## config.mk

```make
export PLATFORM = sky130hd
export DESIGN_NAME = fully_assoc_lru_tag_engine
export DESIGN_NICKNAME = d
export VERILOG_FILES = /design/src/hdl/fale_pkg.sv /design/src/hdl/fale_ram.sv /design/src/hdl/fale_cfg.sv /design/src/hdl/fale_seq.sv /design/src/hdl/fully_assoc_lru_tag_engine.sv
export SDC_FILE = /design/constraint.sdc
export NUM_CORES = 2
export LEC_CHECK = 0
export ABC_CLOCK_PERIOD_IN_PS = 5100
export BUFFER_PORTS_ARGS = -buffer_cell sky130_fd_sc_hd__buf_2
export CAP_MARGIN = 25
export CORE_ASPECT_RATIO = 1.25
export CORE_MARGIN = 3
export CORE_UTILIZATION = 59
export CTS_BUF_LIST = sky130_fd_sc_hd__clkbuf_4
export CTS_CLUSTER_SIZE = 8
export DETAILED_ROUTE_END_ITERATION = 12
export GPL_TIMING_DRIVEN = 0
export HOLD_SLACK_MARGIN = 0.02
export MAX_ROUTING_LAYER = met4
export PLACE_DENSITY = 0.78
export SLEW_MARGIN = 40
export SYNTH_ARGS = -nofsm -noshare
export SYNTH_HDL_FRONTEND = slang
export SYNTH_MEMORY_MAX_BITS = 65536
export SYNTH_SLANG_ARGS = --single-unit
```

## constraint.sdc

```tcl
create_clock -name clk -period 5.1 [get_ports clk]
set_input_delay 1.02 -clock clk [delete_from_list [all_inputs] [get_ports clk]]
set_output_delay 1.02 -clock clk [all_outputs]
set_load 0.01 [all_outputs]
```

## src/hdl/fale_pkg.sv

```systemverilog
// ----------------------------------------------------------------------------
// fale_pkg
// Shared types, sizes and codes of the fully associative lru tag engine.
// ----------------------------------------------------------------------------
package fale_pkg;

  localparam int LINES      = 64;
  localparam int AGE_WIDTH  = 32;
  localparam int IDX_W      = (LINES > 1) ? $clog2(LINES) : 1;
  localparam int CNT_W      = $clog2(LINES + 1);
  localparam int LIM_W      = 7;
  localparam int CMP_W      = (CNT_W > LIM_W) ? CNT_W : LIM_W;
  localparam int LINE_OUT_W = 6;

  localparam int CFG_AW = 3;
  localparam int CFG_DW = 32;

  localparam logic [LIM_W-1:0]    LIMIT_RESET    = LIM_W'(64);
  localparam logic [CFG_AW-3:0]   REG_LINE_LIMIT = '0;

  localparam logic KIND_LOOKUP = 1'b0;
  localparam logic KIND_INSERT = 1'b1;

  typedef enum logic [2:0] {
    S_IDLE,
    S_TSCAN,
    S_AGE,
    S_ESCAN,
    S_WRITE,
    S_RESP
  } state_t;

  typedef struct packed {
    logic        kind;
    logic [7:0]  device;
    logic [15:0] sector;
    logic [15:0] block_number;
  } in_word_t;

  typedef struct packed {
    logic                  hit;
    logic [LINE_OUT_W-1:0] line;
    logic                  evicted;
  } out_word_t;

  typedef struct packed {
    logic [7:0]  device;
    logic [15:0] sector;
    logic [15:0] block_number;
  } tag_t;

  function automatic logic [LINE_OUT_W-1:0] line_out(input logic [IDX_W-1:0] idx);
    logic [IDX_W+LINE_OUT_W-1:0] ext;
    ext = (IDX_W + LINE_OUT_W)'(idx);
    return ext[LINE_OUT_W-1:0];
  endfunction

endpackage

```

## src/hdl/fale_ram.sv

```systemverilog
// ----------------------------------------------------------------------------
// fale_ram
// Generic simple dual port ram, one write port, one registered read port.
// ----------------------------------------------------------------------------
module fale_ram #(
  parameter int WIDTH = 8,
  parameter int DEPTH = 64,
  localparam int AW = (DEPTH > 1) ? $clog2(DEPTH) : 1
) (
  input  logic             clk,
  input  logic             wr_en,
  input  logic [AW-1:0]    wr_addr,
  input  logic [WIDTH-1:0] wr_data,
  input  logic             rd_en,
  input  logic [AW-1:0]    rd_addr,
  output logic [WIDTH-1:0] rd_data
);

  logic [WIDTH-1:0] mem [DEPTH];
  logic [WIDTH-1:0] rd_data_r;

  always_ff @(posedge clk) begin
    if (wr_en) begin
      mem[wr_addr] <= wr_data;
    end
    if (rd_en) begin
      rd_data_r <= mem[rd_addr];
    end
  end

  assign rd_data = rd_data_r;

endmodule

```

## src/hdl/fale_cfg.sv

```systemverilog
// ----------------------------------------------------------------------------
// fale_cfg
// Apb register block holding the line limit, clamped to the usable range.
// ----------------------------------------------------------------------------
module fale_cfg
  import fale_pkg::*;
(
  input  logic              clk,
  input  logic              rst_n,
  input  logic              psel,
  input  logic              penable,
  input  logic              pwrite,
  input  logic [CFG_AW-1:0] paddr,
  input  logic [CFG_DW-1:0] pwdata,
  output logic [CFG_DW-1:0] prdata,
  output logic              pready,
  output logic [CNT_W-1:0]  eff_limit
);

  logic [LIM_W-1:0]  limit_r, limit_nxt;
  logic [CFG_AW-3:0] reg_idx;
  logic [CMP_W-1:0]  raw_ext;
  logic [CMP_W-1:0]  clamped;

  assign reg_idx = paddr[CFG_AW-1:2];
  assign pready  = 1'b1;

  always_comb begin
    limit_nxt = limit_r;
    if (psel && penable && pwrite && pready && (reg_idx == REG_LINE_LIMIT)) begin
      limit_nxt = pwdata[LIM_W-1:0];
    end
  end

  always_ff @(posedge clk) begin
    if (!rst_n) begin
      limit_r <= LIMIT_RESET;
    end else begin
      limit_r <= limit_nxt;
    end
  end

  always_comb begin
    prdata = '0;
    if (reg_idx == REG_LINE_LIMIT) begin
      prdata = CFG_DW'(limit_r);
    end
  end

  // zero acts as one, anything above the line count as the line count
  always_comb begin
    raw_ext = CMP_W'(limit_r);
    if (raw_ext == '0) begin
      clamped = CMP_W'(1);
    end else if (raw_ext > CMP_W'(LINES)) begin
      clamped = CMP_W'(LINES);
    end else begin
      clamped = raw_ext;
    end
  end

  assign eff_limit = clamped[CNT_W-1:0];

endmodule

```

## src/hdl/fale_seq.sv

```systemverilog
// ----------------------------------------------------------------------------
// fale_seq
// Sequencer over the tag and age rams: tag search, aging pass, victim search
// and line write, with the result word register.
// ----------------------------------------------------------------------------
module fale_seq
  import fale_pkg::*;
(
  input  logic             clk,
  input  logic             rst_n,
  input  logic [CNT_W-1:0] eff_limit,
  input  logic             in_valid,
  output logic             in_stall,
  input  in_word_t         in_data,
  output logic             out_valid,
  input  logic             out_stall,
  output out_word_t        out_data
);

  state_t                 state_r, state_nxt;
  in_word_t               req_r, req_nxt;
  logic [CNT_W-1:0]       filled_r, filled_nxt;
  logic [CNT_W-1:0]       rd_idx_r, rd_idx_nxt;
  logic                   chk_valid_r, chk_valid_nxt;
  logic [IDX_W-1:0]       chk_idx_r, chk_idx_nxt;
  logic [IDX_W-1:0]       line_r, line_nxt;
  logic                   hit_r, hit_nxt;
  logic                   evict_r, evict_nxt;
  logic [AGE_WIDTH-1:0]   best_age_r, best_age_nxt;
  logic                   out_valid_r, out_valid_nxt;
  out_word_t              out_data_r, out_data_nxt;

  logic                   tag_wr_en, tag_rd_en;
  logic [IDX_W-1:0]       tag_wr_addr;
  tag_t                   tag_wr_data;
  logic [$bits(tag_t)-1:0] tag_rd_raw;
  tag_t                   tag_rd;
  logic                   age_wr_en, age_rd_en;
  logic [IDX_W-1:0]       age_wr_addr;
  logic [AGE_WIDTH-1:0]   age_wr_data;
  logic [AGE_WIDTH-1:0]   age_rd;

  logic [CNT_W-1:0]       scan_lim;
  logic                   issue;
  logic                   scan_done;
  logic                   match;
  logic                   is_lookup;
  logic                   has_room;
  logic                   out_free;
  tag_t                   req_tag;

  assign req_tag   = '{device: req_r.device, sector: req_r.sector,
                       block_number: req_r.block_number};
  assign tag_rd    = tag_t'(tag_rd_raw);
  assign scan_lim  = (state_r == S_ESCAN) ? eff_limit : filled_r;
  assign issue     = (rd_idx_r < scan_lim);
  assign scan_done = !chk_valid_r && !issue;
  assign match     = chk_valid_r && (tag_rd == req_tag);
  assign is_lookup = (req_r.kind == KIND_LOOKUP);
  assign has_room  = (filled_r < eff_limit);
  assign out_free  = !out_valid_r || !out_stall;

  assign in_stall  = (state_r != S_IDLE);
  assign out_valid = out_valid_r;
  assign out_data  = out_data_r;

  fale_ram #(
    .WIDTH ($bits(tag_t)),
    .DEPTH (LINES)
  ) u_tag_ram (
    .clk     (clk),
    .wr_en   (tag_wr_en),
    .wr_addr (tag_wr_addr),
    .wr_data (tag_wr_data),
    .rd_en   (tag_rd_en),
    .rd_addr (rd_idx_r[IDX_W-1:0]),
    .rd_data (tag_rd_raw)
  );

  fale_ram #(
    .WIDTH (AGE_WIDTH),
    .DEPTH (LINES)
  ) u_age_ram (
    .clk     (clk),
    .wr_en   (age_wr_en),
    .wr_addr (age_wr_addr),
    .wr_data (age_wr_data),
    .rd_en   (age_rd_en),
    .rd_addr (rd_idx_r[IDX_W-1:0]),
    .rd_data (age_rd)
  );

  // next state
  always_comb begin
    state_nxt = state_r;
    case (state_r)
      S_IDLE: begin
        if (in_valid) begin
          state_nxt = S_TSCAN;
        end
      end
      S_TSCAN: begin
        if (match) begin
          state_nxt = is_lookup ? S_AGE : S_WRITE;
        end else if (scan_done) begin
          if (is_lookup) begin
            state_nxt = S_RESP;
          end else if (has_room) begin
            state_nxt = S_WRITE;
          end else begin
            state_nxt = S_ESCAN;
          end
        end
      end
      S_AGE: begin
        if (scan_done) begin
          state_nxt = S_RESP;
        end
      end
      S_ESCAN: begin
        if (scan_done) begin
          state_nxt = S_WRITE;
        end
      end
      S_WRITE: begin
        state_nxt = S_RESP;
      end
      S_RESP: begin
        if (out_free) begin
          state_nxt = S_IDLE;
        end
      end
      default: begin
        state_nxt = S_IDLE;
      end
    endcase
  end

  // datapath and ram control
  always_comb begin
    req_nxt       = req_r;
    filled_nxt    = filled_r;
    rd_idx_nxt    = rd_idx_r;
    chk_valid_nxt = 1'b0;
    chk_idx_nxt   = chk_idx_r;
    line_nxt      = line_r;
    hit_nxt       = hit_r;
    evict_nxt     = evict_r;
    best_age_nxt  = best_age_r;
    out_valid_nxt = out_valid_r && out_stall;
    out_data_nxt  = out_data_r;
    tag_wr_en     = 1'b0;
    tag_rd_en     = 1'b0;
    tag_wr_addr   = line_r;
    tag_wr_data   = req_tag;
    age_wr_en     = 1'b0;
    age_rd_en     = 1'b0;
    age_wr_addr   = line_r;
    age_wr_data   = '0;

    // common scan stepping, overridden on state changes below
    if (state_r == S_TSCAN || state_r == S_AGE || state_r == S_ESCAN) begin
      chk_valid_nxt = issue;
      chk_idx_nxt   = rd_idx_r[IDX_W-1:0];
      if (issue) begin
        rd_idx_nxt = rd_idx_r + 1'b1;
      end
    end

    case (state_r)
      S_IDLE: begin
        if (in_valid) begin
          req_nxt    = in_data;
          rd_idx_nxt = '0;
          hit_nxt    = 1'b0;
          evict_nxt  = 1'b0;
          line_nxt   = '0;
        end
      end
      S_TSCAN: begin
        tag_rd_en = 1'b1;
        if (match) begin
          hit_nxt       = 1'b1;
          line_nxt      = chk_idx_r;
          rd_idx_nxt    = '0;
          chk_valid_nxt = 1'b0;
        end else if (scan_done) begin
          hit_nxt       = 1'b0;
          line_nxt      = '0;
          rd_idx_nxt    = '0;
          chk_valid_nxt = 1'b0;
          if (!is_lookup) begin
            if (has_room) begin
              line_nxt   = filled_r[IDX_W-1:0];
              filled_nxt = filled_r + 1'b1;
            end else begin
              evict_nxt    = 1'b1;
              best_age_nxt = '0;
            end
          end
        end
      end
      S_AGE: begin
        age_rd_en = 1'b1;
        if (chk_valid_r) begin
          age_wr_en   = 1'b1;
          age_wr_addr = chk_idx_r;
          if (chk_idx_r == line_r) begin
            age_wr_data = '0;
          end else if (age_rd == '1) begin
            age_wr_data = age_rd;
          end else begin
            age_wr_data = age_rd + 1'b1;
          end
        end
      end
      S_ESCAN: begin
        age_rd_en = 1'b1;
        // strictly larger keeps the first line among equal ages
        if (chk_valid_r && (age_rd > best_age_r)) begin
          best_age_nxt = age_rd;
          line_nxt     = chk_idx_r;
        end
      end
      S_WRITE: begin
        tag_wr_en = 1'b1;
        age_wr_en = 1'b1;
      end
      S_RESP: begin
        if (out_free) begin
          out_valid_nxt = 1'b1;
          out_data_nxt  = '{hit: hit_r, line: line_out(line_r), evicted: evict_r};
        end
      end
      default: begin
      end
    endcase
  end

  always_ff @(posedge clk) begin
    if (!rst_n) begin
      state_r     <= S_IDLE;
      filled_r    <= '0;
      rd_idx_r    <= '0;
      chk_valid_r <= 1'b0;
      out_valid_r <= 1'b0;
    end else begin
      state_r     <= state_nxt;
      filled_r    <= filled_nxt;
      rd_idx_r    <= rd_idx_nxt;
      chk_valid_r <= chk_valid_nxt;
      out_valid_r <= out_valid_nxt;
    end
  end

  always_ff @(posedge clk) begin
    req_r      <= req_nxt;
    chk_idx_r  <= chk_idx_nxt;
    line_r     <= line_nxt;
    hit_r      <= hit_nxt;
    evict_r    <= evict_nxt;
    best_age_r <= best_age_nxt;
    out_data_r <= out_data_nxt;
  end

  a_filled_bound: assert property (@(posedge clk) disable iff (!rst_n)
    filled_r <= CNT_W'(LINES))
    else $error("fill count beyond line count");

  a_evict_not_hit: assert property (@(posedge clk) disable iff (!rst_n)
    out_valid_r && out_data_r.evicted |-> !out_data_r.hit)
    else $error("result reports both hit and eviction");

  a_accept_starts_scan: assert property (@(posedge clk) disable iff (!rst_n)
    in_valid && !in_stall |=> state_r == S_TSCAN)
    else $error("accepted word did not start the tag search");

  a_filled_step: assert property (@(posedge clk) disable iff (!rst_n)
    $past(rst_n) && (filled_r != $past(filled_r)) |->
      filled_r == CNT_W'($past(filled_r) + 1'b1))
    else $error("fill count moved by more than one");

  a_age_write_in_scan: assert property (@(posedge clk) disable iff (!rst_n)
    state_r == S_AGE && age_wr_en |-> chk_valid_r && (age_wr_addr == chk_idx_r))
    else $error("aging write outside the checked line");

endmodule

```

## src/hdl/fully_assoc_lru_tag_engine.sv

```systemverilog
// ----------------------------------------------------------------------------
// fully_assoc_lru_tag_engine
// Tag and lru replacement engine of a fully associative block cache.
// ----------------------------------------------------------------------------
// sequence: a lookup runs a tag search over the filled lines, then gives the result;
//   a lookup hit adds an aging pass over the filled lines, an insert that
//   evicts adds a victim search over the first line_limit lines, and an
//   insert ends with one line write.
// flow: one word at a time, each search scanning the tag or age ram line by line
//   through its single read port.
// reset: fill count cleared, line limit 64; ram contents are not cleared.
// ----------------------------------------------------------------------------
module fully_assoc_lru_tag_engine
  import fale_pkg::*;
(
  input  logic              clk,
  input  logic              rst_n,
  input  logic              psel,
  input  logic              penable,
  input  logic              pwrite,
  input  logic [CFG_AW-1:0] paddr,
  input  logic [CFG_DW-1:0] pwdata,
  output logic [CFG_DW-1:0] prdata,
  output logic              pready,
  input  logic              in_valid,
  output logic              in_stall,
  input  in_word_t          in_data,
  output logic              out_valid,
  input  logic              out_stall,
  output out_word_t         out_data
);

  logic [CNT_W-1:0] eff_limit;

  fale_cfg u_cfg (
    .clk       (clk),
    .rst_n     (rst_n),
    .psel      (psel),
    .penable   (penable),
    .pwrite    (pwrite),
    .paddr     (paddr),
    .pwdata    (pwdata),
    .prdata    (prdata),
    .pready    (pready),
    .eff_limit (eff_limit)
  );

  fale_seq u_seq (
    .clk       (clk),
    .rst_n     (rst_n),
    .eff_limit (eff_limit),
    .in_valid  (in_valid),
    .in_stall  (in_stall),
    .in_data   (in_data),
    .out_valid (out_valid),
    .out_stall (out_stall),
    .out_data  (out_data)
  );

endmodule

```

==> results.json <==
{
  "status": "completed",
  "pwr_density_cell_nw_per_um2": 364,
  "rows": 228,
  "skew_ns": 0.177,
  "synth_cells": 7446,
  "yosysTopAreaCell": "edfxtp_1",
  "finalWirelength_um": 553000,
  "dpl_cell_area_um2": 201000,
  "fp.dieH_um": 631,
  "hold_slack_ns": 0.152,
  "seqPwrFrac_pct": 56.2,
  "grt_pass1_vias": 101000,
  "ys_ff_latch": 4801,
  "startpoint_type": "flop",
  "async_reset_ff_share_pct": 0,
  "finalHoldViolCount": 0,
  "clock_path_buffers": 4,
  "htreeDepth": 7,
  "synthTopCellsByArea": "edfxtp_1, mux4_2, clkbuf_1, nor2_1, ha_1",
  "synth.cell_area_um2": 184000,
  "dr.pass1.iters": 7,
  "worst_slack_ns": 0.512,
  "port_buffers": 72,
  "path_cells": "clkbuf_1 -> buf_1 -> or3_1 -> buf_2",
  "grt.overflow.total": 0,
  "pwr-share-comb_pct": 3.7,
  "drive_gt1_share_pct": 42.7,
  "total_power_mw": 78.8,
  "nNetsFinal": 9369,
  "ys.flop_type": "edfxtp_1",
  "max_freq_mhz": 218,
  "synth_area_per_cell_um2": 24.7,
  "cts-root-buf": "clkbuf_4",
  "grt_max_degree": 45,
  "final_core_util_pct": 69.9,
  "gp_congestion": 0.950,
  "drtIter0Drc": 16000,
  "areaGrowthSynthToFinish_pct": 17.5,
  "vdd.ir_drop.worst_mv": 0.192,
  "yosysSeqAreaShare_pct": 78.2,
  "slowest_delay_ns": 0.49,
  "mostFrequentLayoutCell": "edfxtp_1",
  "clock_latency_ns": 1.60,
  "dp.cells": 12200,
  "p_leak_nw": 62.6,
  "wl_per_cell_um": 38.7,
  "synth_edf_count": 4775,
  "period_needed_ns": 4.59,
  "cp.arrival_ns": 3.57,
  "design_area_um2": 216000,
  "route.detailed.drc": 0,
  "fp.dieArea_um2": 319000,
  "dp_hpwl_um": 348000,
  "power_report.internal_total_mw": 60.9,
  "vias_per_cell": 6.94,
  "chipWidth_um": 506,
  "synth.yosys.warnings": 0,
  "cts_tree": "yes",
  "grt_setup_unrepaired": "no",
  "crit_fanout": 10,
  "synth_top_area_share_pct": 77.9,
  "critPathKind": "flop to primary output",
  "mostFrequentLayoutCells": "edfxtp_1, clkbuf_4, mux4_2, buf_16, clkinv_1",
  "crit_slowest_cell": "or3_1",
  "core_area_um2": 310000,
  "crit_path_end_kind": "primary output",
  "start_util_pct": 59.5,
  "switchingPower_mw": 17.9,
  "post-cts-setup-buffers": 0,
  "hp-class": "primary input to flop",
  "antenna_found_initial": 50,
  "grt_pass1_wl_um": 771000,
  "p_sw_share_pct": 22.7,
  "final_cells": 14300,
  "tightest_slew_ns": 1.07,
  "synth_cell_types": 64,
  "setup_tns_ns": 0,
  "slew_viol_final": 0,
  "clock-sinks": 4801,
  "ant_nets": 0,
  "setup_viol": 0,
  "final.period_utilization_pct": 90.0,
  "critical_path_required_ns": 4.08,
  "slew_headroom_pct": 28.8,
  "groute.usage.overall_pct": 36.2,
  "vias": 99100,
  "ioPinCount": 126,
  "cts.reportedPaths.clkPinSlew_ns": 0.08,
  "cts_buffers": 1116,
  "p_clk_share_pct": 40.1,
  "place_ws_ns": 0.770,
  "max-cap-violations": 0
}
layout make-up:
cell class	instances	area (um2)
diodes	100	250
plain buffers	392	1950
clock buffers	1581	11900
clock inverters	341	2390
fillers	16900	93200
inverters	55	209
multi-input cells	2222	39600
flip-flops and latches	4801	144000
well taps	4140	5180
repair buffers	651	10900
cell families (layout without fill, tap and decap cells):
family	Yosys count	count (layout)	synth area share, %
AOI/OAI and AO/OA	104	104	0.381
xor gates and xnor gates	74	74	0.352
adders and majority gates	47	47	0.319
buffers and inverters	447	3020	1.06
DFF	4801	4801	78.2
muxes	1523	1523	18.6
other	2	126	0.00408
and+or+nand+nor	448	448	1.15
sequential cells by signal (all words and copies together) (netlist names), 8 cells and up:
| name | count |
|---|---|
| u_seq.best_age_r | 32 |
| u_seq.out_data | 8 |
| u_seq.req_r | 41 |
| u_seq.u_age_ram.mem | 2048 |
| u_seq.u_age_ram.rd_data | 32 |
| u_seq.u_tag_ram.mem | 2560 |
| u_seq.u_tag_ram.rd_data | 40 |
worst paths after layout:
kind / start / end / slack [ns] / cells after the start
min reg2reg: u_seq.rd_idx_r[0]$_SDFF_PN0_ / u_seq.chk_idx_r[0]$_DFFE_PN_ / 0.48 / 0
max reg2reg: u_seq.state_r[2]$_SDFFE_PN0P_ / u_seq.state_r[0]$_SDFFE_PN0P_ / 0.57 / 13
min: in_data[21] / u_seq.req_r[21]$_DFFE_PP_ / 0.15 / 2
max: u_seq.state_r[0]$_SDFFE_PN0P_ / in_stall / 0.51 / 4
timing repair:
item	4_1_cts	5_1_grt
hold endpoints to repair	61	0
resized for setup	0	0
hold buffers	53	0
synthesized netlist by cell type, types with 13 or more instances:
library cell,number
buf_1,51
a21oi_1,29
clkbuf_1,206
nor2b_1,13
o21ai_0,20
xor2_1,22
edfxtp_1,4775
nor2_1,205
nand2_1,71
dfxtp_1,26
buf_2,102
nand4_1,35
ha_1,47
buf_4,27
mux4_2,1512
and2_1,27
xnor2_1,52
inv_1,54
nand3_1,19
and3_1,16
worst max-delay path: cells and delay by family (launching register included):
family	cells	cell delay (ns)
AND/OR/NAND/NOR	1	0.49
flip-flops	1	0.41
buffers and inverters	3	1.09
power by group through the flow:
stage                     Sequential [mW]  Combinational (mW)  Clock [mW]
final                                44.3                2.92        31.6
after global routing                 44.3                2.97        33.7
after CTS                            44.2                2.80        31.6
after detailed placement             45.1                2.72           0
after global placement               45.7                1.53           0
after floorplan                      45.3               0.977           0
per-layer routing:
layer  GRT usage [%]  wire [um]  part of all wire (%)  vias to the layer above
met5               -          0                     0                        -
li1                -          -                     -                    36700
met4            31.2      61000                    11                        0
met3            9.78      65300                    12                     2422
met2            54.3     264000                    48                     9704
met1            40.4     162000                    29                    50200
(Power assumes the default switching activity.)
